## config.mk

```make
export PLATFORM = sky130hd
export DESIGN_NAME = process_language_token_scanner_flat
export DESIGN_NICKNAME = d
export VERILOG_FILES = /design/src/rtl/plts_pkg.sv /design/src/rtl/plts_if.sv /design/src/rtl/plts_front.sv /design/src/rtl/plts_back.sv /design/src/rtl/process_language_token_scanner.sv /design/src/flat_wrapper.sv
export VERILOG_INCLUDE_DIRS = /design/src /design/src/rtl
export SDC_FILE = /design/constraint.sdc
export NUM_CORES = 2
export LEC_CHECK = 0
export BUFFER_PORTS_ARGS = -buffer_cell sky130_fd_sc_hd__buf_2
export CAP_MARGIN = 20
export CORE_AREA = 2 2 291 293
export DETAILED_ROUTE_END_ITERATION = 10
export DIE_AREA = 0 0 293 295
export GPL_TIMING_DRIVEN = 0
export PLACE_DENSITY = 0.63
export SLEW_MARGIN = 20
export SYNTH_ARGS = -nofsm -noshare
export SYNTH_HDL_FRONTEND = slang
export SYNTH_SLANG_ARGS = --single-unit
```

## constraint.sdc

```tcl
create_clock -name i_clk -period 36.7 [get_ports i_clk]
set_input_delay 3.67 -clock i_clk [delete_from_list [all_inputs] [get_ports i_clk]]
set_output_delay 3.67 -clock i_clk [all_outputs]
set_load 0.01 [all_outputs]
```

## src/rtl/process_language_token_scanner_assert.svh

```systemverilog
// Assertion macros for the token scanner.
// Used by the scanner modules; depends on nothing else.
`ifndef PROCESS_LANGUAGE_TOKEN_SCANNER_ASSERT_SVH
`define PROCESS_LANGUAGE_TOKEN_SCANNER_ASSERT_SVH
// clocked implication with reset disable
`define PLTS_ASSERT_IMP(label, clk, rst_n, ante, cons) \
    label: assert property (@(posedge clk) disable iff (!rst_n) (ante) |-> (cons)) \
        else $error("assertion failed");
// clocked next-cycle implication
`define PLTS_ASSERT_NEXT(label, clk, rst_n, ante, cons) \
    label: assert property (@(posedge clk) disable iff (!rst_n) (ante) |=> (cons)) \
        else $error("assertion failed");
`endif

```

## src/rtl/plts_pkg.sv

```systemverilog
// Package for the token scanner: token kinds, modes, keyword table, result type.
// No dependencies.
package plts_pkg;
    localparam int VALUE_WIDTH  = 64;
    localparam int LENGTH_WIDTH = 16;
    localparam int NUM_KW       = 14;

    localparam logic [5:0] K_END = 6'd0;
    localparam logic [5:0] K_BAD = 6'd1;
    localparam logic [5:0] K_ID  = 6'd2;
    localparam logic [5:0] K_NUM = 6'd3;
    localparam logic [5:0] K_LBRACE = 6'd4;
    localparam logic [5:0] K_RBRACE = 6'd5;
    localparam logic [5:0] K_COMMA  = 6'd6;
    localparam logic [5:0] K_EQ     = 6'd7;
    localparam logic [5:0] K_SEMI   = 6'd8;
    localparam logic [5:0] K_BSL    = 6'd9;
    localparam logic [5:0] K_ARROW  = 6'd10;
    localparam logic [5:0] K_LARROW = 6'd11;
    localparam logic [5:0] K_DMINUS = 6'd12;
    localparam logic [5:0] K_LBRB   = 6'd13;
    localparam logic [5:0] K_LBPIPE = 6'd14;
    localparam logic [5:0] K_LBLB   = 6'd15;
    localparam logic [5:0] K_LBGT   = 6'd16;
    localparam logic [5:0] K_LBRK   = 6'd17;
    localparam logic [5:0] K_RBRB   = 6'd18;
    localparam logic [5:0] K_RBRK   = 6'd19;
    localparam logic [5:0] K_SLBSL  = 6'd20;
    localparam logic [5:0] K_PIPERB = 6'd21;
    localparam logic [5:0] K_PIPE3  = 6'd22;
    localparam logic [5:0] K_PIPE2  = 6'd23;
    localparam logic [5:0] K_PTP    = 6'd24;
    localparam logic [5:0] K_KW0    = 6'd25;

    typedef enum logic [3:0] {
        M_IDLE, M_MINUS, M_MINUS2, M_LBRK, M_RBRK, M_SLASH, M_PIPE, M_PIPE2,
        M_PIPETILDE, M_NUMBER, M_DOLLAR, M_IDENT
    } t_mode;

    typedef struct packed {
        logic [5:0]                    token_kind;
        logic [VALUE_WIDTH-1:0]        number_value;
        logic [31:0]                   start_offset;
        logic [15:0]                   token_length;
        logic [31:0]                   start_line;
        logic [15:0]                   start_column;
        logic                          last_of_run;
    } t_token;

    typedef struct packed {
        logic   first_vld;
        t_token first;
        logic   second_vld;
        t_token second;
    } t_pair;

    // Keyword character at a position, zero past the end.
    function automatic logic [7:0] kw_char(input int k, input logic [3:0] p);
        logic [8*10-1:0] s;
        logic [3:0] n;
        unique case (k)
            0:  begin s = {"alias", 40'h0};      n = 4'd5;  end
            1:  begin s = "aparallel" << 8;      n = 4'd9;  end
            2:  begin s = {"event", 40'h0};      n = 4'd5;  end
            3:  begin s = "extchoice" << 8;      n = 4'd9;  end
            4:  begin s = {"hide", 48'h0};       n = 4'd4;  end
            5:  begin s = "intchoice" << 8;      n = 4'd9;  end
            6:  begin s = "interleave";          n = 4'd10; end
            7:  begin s = {"timeout", 24'h0};    n = 4'd7;  end
            8:  begin s = "iparallel" << 8;      n = 4'd9;  end
            9:  begin s = {"prefix", 32'h0};     n = 4'd6;  end
            10: begin s = {"process", 24'h0};    n = 4'd7;  end
            11: begin s = {"rename", 32'h0};     n = 4'd6;  end
            12: begin s = "rextchoice";          n = 4'd10; end
            default: begin s = {"seqcomp", 24'h0}; n = 4'd7; end
        endcase
        if (p >= n) return 8'h00;
        return s[8*(9-int'(p)) +: 8];
    endfunction

    function automatic logic [3:0] kw_len(input int k);
        logic [3:0] n;
        n = 4'd0;
        for (int p = 0; p < 10; p++)
            if (kw_char(k, 4'(p)) != 8'h00) n = 4'(p + 1);
        return n;
    endfunction
endpackage

```

## src/rtl/plts_if.sv

```systemverilog
// Valid/ready channel interfaces for the token scanner.
// Depends on plts_pkg.
interface plts_in_if;
    logic       valid;
    logic       ready;
    logic [7:0] in_byte;
    logic       end_of_input;
    modport source (output valid, in_byte, end_of_input, input ready);
    modport sink   (input valid, in_byte, end_of_input, output ready);
endinterface

interface plts_out_if;
    logic              valid;
    logic              ready;
    plts_pkg::t_token  tok;
    modport source (output valid, tok, input ready);
    modport sink   (input valid, tok, output ready);
endinterface

```

## src/rtl/plts_front.sv

```systemverilog
// Front end: scans one byte per beat and produces up to two tokens.
// Depends on plts_pkg, the input interface and the assertion header.
`include "process_language_token_scanner_assert.svh"
module plts_front (
    input  logic               i_clk,
    input  logic               i_rst_n,
    plts_in_if.sink            i_in,
    input  logic               i_q_ready,
    output logic               o_q_push,
    output plts_pkg::t_pair    o_pair
);
    localparam logic [plts_pkg::VALUE_WIDTH-1:0] VMAX = '1;
    localparam logic [plts_pkg::LENGTH_WIDTH-1:0] LMAX = '1;

    plts_pkg::t_mode r_mode, n_mode;
    logic [plts_pkg::VALUE_WIDTH-1:0]  r_acc, n_acc;
    logic [plts_pkg::NUM_KW-1:0]       r_cand, n_cand;
    logic [plts_pkg::LENGTH_WIDTH-1:0] r_len, n_len;
    logic [31:0] r_line, n_line, r_off, n_off, r_sline, n_sline, r_soff, n_soff;
    logic [15:0] r_col, n_col, r_scol, n_scol;
    logic        r_cmt, n_cmt;

    logic        fire;
    logic [7:0]  b;
    logic        dig, alp, wrd, spc;
    logic [3:0]  dv;
    logic [plts_pkg::LENGTH_WIDTH-1:0] len2;
    logic        ext, ovf;
    logic [5:0]  done_k;
    logic [plts_pkg::VALUE_WIDTH+3:0] prod;
    plts_pkg::t_pair pr;

    assign i_in.ready = i_q_ready;
    assign fire = i_in.valid && i_in.ready;
    assign b    = i_in.in_byte;
    assign dig  = b >= "0" && b <= "9";
    assign alp  = (b >= "a" && b <= "z") || (b >= "A" && b <= "Z");
    assign wrd  = dig || alp || b == "_";
    assign spc  = b == " " || (b >= 8'd9 && b <= 8'd13);
    assign dv   = b[3:0];
    assign len2 = (r_len != LMAX) ? r_len + 1'b1 : r_len;
    assign prod = {4'd0, r_acc} * 4'd10 + {{plts_pkg::VALUE_WIDTH{1'b0}}, dv};
    assign ovf  = prod[plts_pkg::VALUE_WIDTH+3:plts_pkg::VALUE_WIDTH] != 4'd0;

    function automatic logic [plts_pkg::NUM_KW-1:0] narrow(
        input logic [plts_pkg::NUM_KW-1:0] c, input logic [plts_pkg::LENGTH_WIDTH-1:0] p,
        input logic [7:0] ch);
        logic [plts_pkg::NUM_KW-1:0] r;
        r = c;
        for (int k = 0; k < plts_pkg::NUM_KW; k++)
            if (p >= 10 || plts_pkg::kw_char(k, p[3:0]) != ch) r[k] = 1'b0;
        return r;
    endfunction

    function automatic logic [5:0] id_kind(input logic [plts_pkg::NUM_KW-1:0] c,
                                           input logic [plts_pkg::LENGTH_WIDTH-1:0] l);
        logic [5:0] r;
        r = plts_pkg::K_ID;
        for (int k = plts_pkg::NUM_KW - 1; k >= 0; k--)
            if (l <= 10 && c[k] && plts_pkg::kw_len(k) == l[3:0])
                r = plts_pkg::K_KW0 + 6'(k);
        return r;
    endfunction

    function automatic plts_pkg::t_token mk(input logic [5:0] k,
        input logic [plts_pkg::VALUE_WIDTH-1:0] v, input logic [31:0] o,
        input logic [plts_pkg::LENGTH_WIDTH-1:0] l, input logic [31:0] ln,
        input logic [15:0] c);
        plts_pkg::t_token t;
        t.token_kind   = k;
        t.number_value = v;
        t.start_offset = o;
        t.token_length = 16'(l);
        t.start_line   = ln;
        t.start_column = c;
        t.last_of_run  = 1'b0;
        return t;
    endfunction

    always_comb begin
        logic [5:0] fk;
        logic [plts_pkg::VALUE_WIDTH-1:0] fv;
        logic [5:0] single;
        n_mode = r_mode; n_acc = r_acc; n_cand = r_cand; n_len = r_len;
        n_line = r_line; n_col = r_col; n_off = r_off; n_sline = r_sline;
        n_scol = r_scol; n_soff = r_soff; n_cmt = r_cmt;
        pr = '0;
        ext = 1'b0; done_k = plts_pkg::K_END; fv = '0; single = plts_pkg::K_END;
        fk = plts_pkg::K_BAD;
        unique case (r_mode)
            plts_pkg::M_MINUS2:  fk = plts_pkg::K_DMINUS;
            plts_pkg::M_LBRK:    fk = plts_pkg::K_LBRK;
            plts_pkg::M_RBRK:    fk = plts_pkg::K_RBRK;
            plts_pkg::M_PIPE2:   fk = plts_pkg::K_PIPE2;
            plts_pkg::M_NUMBER:  begin fk = plts_pkg::K_NUM; fv = r_acc; end
            plts_pkg::M_IDENT:   fk = id_kind(r_cand, r_len);
            default:             fk = plts_pkg::K_BAD;
        endcase
        if (i_in.end_of_input) begin
            if (r_mode != plts_pkg::M_IDLE) begin
                pr.first_vld = 1'b1;
                pr.first = mk(fk, fv, r_soff, r_len, r_sline, r_scol);
                pr.second_vld = 1'b1;
                pr.second = mk(plts_pkg::K_END, '0, r_off, '0, r_line, r_col);
            end else begin
                pr.first_vld = 1'b1;
                pr.first = mk(plts_pkg::K_END, '0, r_off, '0, r_line, r_col);
            end
            n_mode = plts_pkg::M_IDLE;
            n_cmt = 1'b0;
        end else begin
            if (r_cmt) begin
                if (b == 8'd10) n_cmt = 1'b0;
            end else begin
                unique case (r_mode)
                    plts_pkg::M_MINUS:
                        if (b == ">") done_k = plts_pkg::K_ARROW;
                        else if (b == "-") begin
                            ext = 1'b1; n_mode = plts_pkg::M_MINUS2; n_len = len2;
                        end
                    plts_pkg::M_MINUS2: if (b == ">") done_k = plts_pkg::K_LARROW;
                    plts_pkg::M_LBRK:
                        if (b == "]") done_k = plts_pkg::K_LBRB;
                        else if (b == "|") done_k = plts_pkg::K_LBPIPE;
                        else if (b == "[") done_k = plts_pkg::K_LBLB;
                        else if (b == ">") done_k = plts_pkg::K_LBGT;
                    plts_pkg::M_RBRK: if (b == "]") done_k = plts_pkg::K_RBRB;
                    plts_pkg::M_SLASH: if (b == "\\") done_k = plts_pkg::K_SLBSL;
                    plts_pkg::M_PIPE:
                        if (b == "]") done_k = plts_pkg::K_PIPERB;
                        else if (b == "|") begin
                            ext = 1'b1; n_mode = plts_pkg::M_PIPE2; n_len = len2;
                        end else if (b == "~") begin
                            ext = 1'b1; n_mode = plts_pkg::M_PIPETILDE; n_len = len2;
                        end
                    plts_pkg::M_PIPE2: if (b == "|") done_k = plts_pkg::K_PIPE3;
                    plts_pkg::M_PIPETILDE: if (b == "|") done_k = plts_pkg::K_PTP;
                    plts_pkg::M_NUMBER:
                        if (dig) begin
                            ext = 1'b1;
                            if (ovf) begin
                                pr.first_vld = 1'b1;
                                pr.first = mk(plts_pkg::K_BAD, '0, r_soff, len2, r_sline,
                                              r_scol);
                                n_mode = plts_pkg::M_IDLE;
                            end else begin
                                n_acc = prod[plts_pkg::VALUE_WIDTH-1:0];
                                n_len = len2;
                            end
                        end
                    plts_pkg::M_DOLLAR:
                        if (wrd) begin
                            ext = 1'b1; n_mode = plts_pkg::M_IDENT; n_len = len2;
                        end
                    plts_pkg::M_IDENT:
                        if (wrd) begin
                            ext = 1'b1; n_cand = narrow(r_cand, r_len, b); n_len = len2;
                        end
                    default: ;
                endcase
                if (done_k != plts_pkg::K_END) begin
                    ext = 1'b1;
                    pr.first_vld = 1'b1;
                    pr.first = mk(done_k, '0, r_soff, len2, r_sline, r_scol);
                    n_mode = plts_pkg::M_IDLE;
                end
                if (!ext) begin
                    if (r_mode != plts_pkg::M_IDLE) begin
                        pr.first_vld = 1'b1;
                        pr.first = mk(fk, fv, r_soff, r_len, r_sline, r_scol);
                        n_mode = plts_pkg::M_IDLE;
                    end
                    priority if (b == "{") single = plts_pkg::K_LBRACE;
                    else if (b == "}") single = plts_pkg::K_RBRACE;
                    else if (b == ",") single = plts_pkg::K_COMMA;
                    else if (b == "=") single = plts_pkg::K_EQ;
                    else if (b == ";") single = plts_pkg::K_SEMI;
                    else if (b == "\\") single = plts_pkg::K_BSL;
                    else single = plts_pkg::K_END;
                    n_sline = r_line; n_scol = r_col; n_soff = r_off;
                    n_len = plts_pkg::LENGTH_WIDTH'(1);
                    if (spc) begin
                        n_sline = r_sline; n_scol = r_scol; n_soff = r_soff; n_len = r_len;
                    end else if (b == "#") begin
                        n_cmt = 1'b1;
                        n_sline = r_sline; n_scol = r_scol; n_soff = r_soff; n_len = r_len;
                    end else if (b == "-") n_mode = plts_pkg::M_MINUS;
                    else if (b == "[") n_mode = plts_pkg::M_LBRK;
                    else if (b == "]") n_mode = plts_pkg::M_RBRK;
                    else if (b == "/") n_mode = plts_pkg::M_SLASH;
                    else if (b == "|") n_mode = plts_pkg::M_PIPE;
                    else if (b == "$") begin
                        n_mode = plts_pkg::M_DOLLAR; n_cand = '0;
                    end else if (dig) begin
                        n_mode = plts_pkg::M_NUMBER;
                        n_acc = plts_pkg::VALUE_WIDTH'(dv);
                    end else if (alp || b == "_") begin
                        n_mode = plts_pkg::M_IDENT;
                        n_cand = narrow('1, '0, b);
                    end else begin
                        n_sline = r_sline; n_scol = r_scol; n_soff = r_soff; n_len = r_len;
                        if (single == plts_pkg::K_END) single = plts_pkg::K_BAD;
                    end
                    if (single != plts_pkg::K_END) begin
                        if (pr.first_vld) begin
                            pr.second_vld = 1'b1;
                            pr.second = mk(single, '0, r_off, plts_pkg::LENGTH_WIDTH'(1),
                                           r_line, r_col);
                        end else begin
                            pr.first_vld = 1'b1;
                            pr.first = mk(single, '0, r_off, plts_pkg::LENGTH_WIDTH'(1),
                                          r_line, r_col);
                        end
                    end
                end
            end
            if (b == 8'd10) begin
                if (r_line != '1) n_line = r_line + 1'b1;
                n_col = 16'd1;
            end else if (r_col != '1) n_col = r_col + 1'b1;
            if (r_off != '1) n_off = r_off + 1'b1;
        end
        if (pr.second_vld) pr.second.last_of_run = 1'b1;
        else if (pr.first_vld) pr.first.last_of_run = 1'b1;
    end

    assign o_pair   = pr;
    assign o_q_push = fire && pr.first_vld;

    always_ff @(posedge i_clk) begin
        if (!i_rst_n) begin
            r_mode <= plts_pkg::M_IDLE; r_acc <= '0; r_cand <= '1; r_len <= '0;
            r_line <= 32'd1; r_col <= 16'd1; r_off <= '0; r_sline <= 32'd1;
            r_scol <= 16'd1; r_soff <= '0; r_cmt <= 1'b0;
        end else if (fire) begin
            r_mode <= n_mode; r_acc <= n_acc; r_cand <= n_cand; r_len <= n_len;
            r_line <= n_line; r_col <= n_col; r_off <= n_off; r_sline <= n_sline;
            r_scol <= n_scol; r_soff <= n_soff; r_cmt <= n_cmt;
        end
    end

    `PLTS_ASSERT_IMP(a_second_needs_first, i_clk, i_rst_n, pr.second_vld, pr.first_vld)
    `PLTS_ASSERT_NEXT(a_eoi_idle, i_clk, i_rst_n, fire && i_in.end_of_input,
                      r_mode == plts_pkg::M_IDLE && !r_cmt)
    `PLTS_ASSERT_IMP(a_line_nonzero, i_clk, i_rst_n, 1'b1, r_line != 32'd0 && r_col != 16'd0)
endmodule

```

## src/rtl/plts_back.sv

```systemverilog
// Back end: queue of token pairs and serializer onto the output channel.
// Depends on plts_pkg, the output interface and the assertion header.
`include "process_language_token_scanner_assert.svh"
module plts_back (
    input  logic               i_clk,
    input  logic               i_rst_n,
    input  logic               i_push,
    input  plts_pkg::t_pair    i_pair,
    output logic               o_ready,
    plts_out_if.source         o_out
);
    plts_pkg::t_pair r_q [2];
    logic            r_wp, r_rp, r_sub;
    logic [1:0]      r_cnt;
    logic            pop, adv;
    plts_pkg::t_pair head;

    assign head        = r_q[r_rp];
    assign o_out.valid = r_cnt != 2'd0;
    assign o_out.tok   = r_sub ? head.second : head.first;
    assign adv         = o_out.valid && o_out.ready;
    assign pop         = adv && (r_sub || !head.second_vld);
    assign o_ready     = r_cnt != 2'd2 || pop;

    always_ff @(posedge i_clk) begin
        if (i_push) r_q[r_wp] <= i_pair;
    end

    always_ff @(posedge i_clk) begin
        if (!i_rst_n) begin
            r_wp <= 1'b0; r_rp <= 1'b0; r_sub <= 1'b0; r_cnt <= 2'd0;
        end else begin
            if (i_push) r_wp <= ~r_wp;
            if (pop) begin
                r_rp <= ~r_rp; r_sub <= 1'b0;
            end else if (adv) r_sub <= 1'b1;
            r_cnt <= r_cnt + {1'b0, i_push} - {1'b0, pop};
        end
    end

    `PLTS_ASSERT_IMP(a_no_overflow, i_clk, i_rst_n, r_cnt == 2'd2 && !pop, !i_push)
    `PLTS_ASSERT_IMP(a_sub_valid, i_clk, i_rst_n, r_sub, r_cnt != 2'd0 && head.second_vld)
    `PLTS_ASSERT_IMP(a_last_on_pop, i_clk, i_rst_n, adv, o_out.tok.last_of_run == pop)
endmodule

```

## src/rtl/process_language_token_scanner.sv

```systemverilog
// Token scanner top level: front scanner, pair queue and output serializer.
// A token is written into the registered pair queue when its byte is taken.
// Throughput: one byte per cycle; a byte ending two tokens sends them out in turn.
// The two-entry pair queue sets the rate: input stalls only when it is full.
// Reset (synchronous, active low) clears position to line 1, column 1, offset 0.
module process_language_token_scanner (
    input  logic         i_clk,
    input  logic         i_rst_n,
    plts_in_if.sink      i_in,
    plts_out_if.source   o_out
);
    logic            q_ready, q_push;
    plts_pkg::t_pair pair;

    plts_front u_front (
        .i_clk(i_clk), .i_rst_n(i_rst_n), .i_in(i_in),
        .i_q_ready(q_ready), .o_q_push(q_push), .o_pair(pair)
    );

    plts_back u_back (
        .i_clk(i_clk), .i_rst_n(i_rst_n), .i_push(q_push), .i_pair(pair),
        .o_ready(q_ready), .o_out(o_out)
    );
endmodule
```

## src/flat_wrapper.sv

```systemverilog
// flat-port wrapper written by rule: the top's interface ports become plain ports
module process_language_token_scanner_flat 
  (i_clk, i_rst_n, i_in_valid, i_in_in_byte, i_in_end_of_input, i_in_ready, o_out_valid, o_out_tok, o_out_ready);
  plts_in_if i_in_i ();
  plts_out_if o_out_i ();
  input  logic i_clk;
  input  logic i_rst_n;
  input wire logic [$bits(i_in_i.valid)-1:0] i_in_valid;
  input wire logic [$bits(i_in_i.in_byte)-1:0] i_in_in_byte;
  input wire logic [$bits(i_in_i.end_of_input)-1:0] i_in_end_of_input;
  output wire logic [$bits(i_in_i.ready)-1:0] i_in_ready;
  output wire logic [$bits(o_out_i.valid)-1:0] o_out_valid;
  output wire logic [$bits(o_out_i.tok)-1:0] o_out_tok;
  input wire logic [$bits(o_out_i.ready)-1:0] o_out_ready;
  assign i_in_i.valid = i_in_valid;
  assign i_in_i.in_byte = i_in_in_byte;
  assign i_in_i.end_of_input = i_in_end_of_input;
  assign i_in_ready = i_in_i.ready;
  assign o_out_valid = o_out_i.valid;
  assign o_out_tok = o_out_i.tok;
  assign o_out_i.ready = o_out_ready;
  process_language_token_scanner u_core (.i_clk(i_clk), .i_rst_n(i_rst_n), .i_in(i_in_i), .o_out(o_out_i));
endmodule
```

==> impl_metrics.ini <==
[status]
run_status = completed

[floorplan]
die_h_um = 295
core_um2 = 83200
initial_core_util_pct = 49.8
fp.dieArea_um2 = 86400
die_w_um = 293
pin_count = 182
rows = 106

[pwr]
sw_frac_of_total_pct = 27.7
pwr_density_cell_nw_per_um2 = 49.9
pwr-share-seq_pct = 44.0
max-vdd-ir-drop_uv = 42.9
leakage_nw = 17.1
p_int_mw = 1.70
power_switching_uw = 653
pwr-share-clk_pct = 37.0
combPwrFrac_pct = 19.0

[synth]
netlist_area_um2 = 41400
synth_seq_cells = 771
synth.top_cell.area_share_pct = 36.7
ys.flop_type = edfxtp_1
seq_area_frac_synth_pct = 49.5
async_flop_share_pct = 0
synth_area_per_cell_um2 = 10.5
synth_edf_count = 506
syn_inst = 3964
yosys.area.top_type = edfxtp_1
synthTopCellsByArea = edfxtp_1 (37%), dfxtp_1 (13%), mux4_2 (4.6%)
synth_nets = 4118
ys_types = 109
ys_warn_count = 0

[sta]
hold_viol = 0
clock_skew_ns = 0.0365
worst_slack_ns = 26.44
worstMarginPinSlew_ns = 1.14
report.final.slew_viol_count = 0
fin_tns_setup_ns = 0
slew_headroom_pct = 23.4
finalCriticalPeriod_ns = 10.26
min_period_over_period_pct = 28.0
rsz0062_at_grt = no
fmax_mhz = 97.5
setup_viol = 0

[place]
place_area_um2 = 44300
numPortBuffers = 178
hpwl_mm = 90.4
post-place-cells = 5252
pre_cts_ws_ns = 26.01
place_congestion = 0.982

[critical_path]
cp-start-kind = input pin
path_buf_inv = 4
worstPathRequired_ns = 37.24
cp_slowest_stage_delay_ns = 0.92
r2r_slack_ns = 29.00
crit_family = simple AND/OR/NAND/NOR gates
crit_arrival_ns = 10.79
path_cells = buf_2 -> clkbuf_1 -> inv_2 -> fa_1 -> nor2b_1 -> o21ai_0 -> or3_1 -> nor2_1 -> nor4b_1 -> nor4b_4 -> and3_1 -> nand3_2 -> nor4b_2 -> o21ai_2 -> nor2_1 -> clkbuf_1 -> nand4_1 -> o2bb2ai_1
cp-end-kind = register
crit_path_top_delay_cell = nand4_1
crit_type = in2reg
worstPathMaxFanout = 10

[layout]
final_area_um2 = 47200
drive_above_1_share_pct = 12.2
area_growth_pct = 13.9
final_nets = 4412
nFillCells = 7277
layout_commonest_cell = edfxtp_1
mostFrequentLayoutCells = edfxtp_1 (506), nand2_1 (445), nor2_1 (361)
stdcell_count = 5411

[global_route]
grt_usage_pct = 27.6
globalRoute.totalOverflow = 0
grt_max_degree = 27
grt_pass1_vias = 31622
grt_antenna_before_repair = 2
grt_pass1_wl_mm = 185

[clock_tree]
cts_made_buffers = 84
cts.sinks = 771
htreeDepth = 3
clk-insertion-delay-late_ns = 0.66
post_cts_buffers = 0
cts_root_buffer = clkbuf_16
cts_resized = 0
cts_buffer_depth = 3
ctsHoldBuffers = 0
clk_pin_slew_ns = 0.06
cts_tree = done

[route]
drt_iter0_drc = 2640
via_per_inst = 6.03
firstDrtPassIters = 8
wl_mm = 121
wl_per_cell_um = 22.3
vias = 32609
ant_nets = 0
drc = 0

[run]
cap_viol_max_count = 0

[worst_hold_path]
hp-class = reg2reg
tightest hold or removal path, delay by kind of cell, from the launching register on:
family / cells / cell delay, ns
simple gates: 1 / 0.05
compound gates: 1 / 0.05
flops: 1 / 0.31
registers in the layout, summed over array words and instances, names as in the netlist, 4 cells and up, named ones only:
name,cells
u_core.u_front.r_acc,63
u_core.u_front.r_soff,32
u_core.u_front.r_len,16
u_core.u_front.r_scol,16
u_core.u_front.r_sline,32
u_core.u_front.r_mode,4
u_core.u_back.r_q,506
u_core.u_front.r_off,32
u_core.u_front.r_col,16
u_core.u_front.r_cand,14
u_core.u_front.r_line,32
synthesized netlist by cell type, types with 34 or more instances:
cell type / count
edfxtp_1: 506
nand2_1: 445
nor2_1: 365
dfxtp_1: 265
a21oi_1: 258
clkbuf_1: 180
and2_1: 173
o21ai_0: 161
a22o_1: 146
ha_1: 139
xnor2_1: 114
nand3_1: 113
mux2i_1: 94
xor2_1: 89
mux4_2: 85
nor3_1: 80
nand4_1: 62
inv_1: 45
or3_1: 42
and3_1: 41
a21o_1: 34
a31oi_1: 34
layout make-up:
| type | count | area, µm² | share of cell area (%) |
|---|---|---|---|
| Buffer | 237 | 976 | 2.07 |
| Clock buffer | 108 | 2240 | 4.75 |
| Timing Repair Buffer | 208 | 1470 | 3.12 |
| Tap cell | 1080 | 1350 | 2.86 |
| Inverter | 48 | 180 | 0.382 |
| Clock inverter | 49 | 646 | 1.37 |
| Multi-Input combinational cell | 2908 | 19800 | 42.0 |
| Sequential cell | 771 | 20500 | 43.4 |
| Antenna cell | 2 | 5.00 | 0.0106 |
layer usage:
metal  GRT usage, %  wire length [µm]  vias up
met1           35.8             50800    15954
met5              0                 0        -
met4           9.56              4220        0
met3           3.89              7100      239
li1               -                 -    15366
met2           47.5             58800     1050
cells by family after synthesis:
| logic type | Yosys count | synth area share, % |
|---|---|---|
| XOR/XNOR | 204 | 4.33 |
| multiplexers | 183 | 7.00 |
| buffers and inverters | 285 | 2.78 |
| adder cells (fa/ha/maj) | 141 | 4.29 |
| AO/OA/AOI/OAI | 886 | 14.3 |
| AND/OR/NAND/NOR | 1494 | 17.8 |
| flip-flops | 771 | 49.5 |
metrics by stage:
stage,power [mW],util (%),hold slack [ns]
after floorplan,1.34,-,0.437
after global placement,1.54,52.5,0.442
after detailed placement,1.51,53.3,0.447
after CTS,2.38,56.7,0.455
after global routing,2.45,56.7,0.471
final,2.36,56.7,0.454
path summary, 6_finish.rpt:
check | start | end | depth (start not counted)
setup / recovery | i_in_in_byte[2] | u_core.u_front.r_acc[34] | 18
hold / removal | u_core.u_front.r_sline[26] | u_core.u_front.r_sline[26] | 2
setup reg to reg | u_core.u_front.r_acc[1] | u_core.u_front.r_acc[34] | 19
hold reg to reg | u_core.u_front.r_sline[26] | u_core.u_front.r_sline[26] | 2
power groups by stage:
stage               Sequential [mW]  Combinational (mW)  Clock [mW]
floorplan                      1.08               0.260           0
global placement               1.11               0.430           0
detailed placement             1.06               0.456           0
CTS                            1.04               0.458       0.886
global route                   1.04               0.483       0.924
finish                         1.04               0.448       0.871
Power figures use the tool's default switching activity.
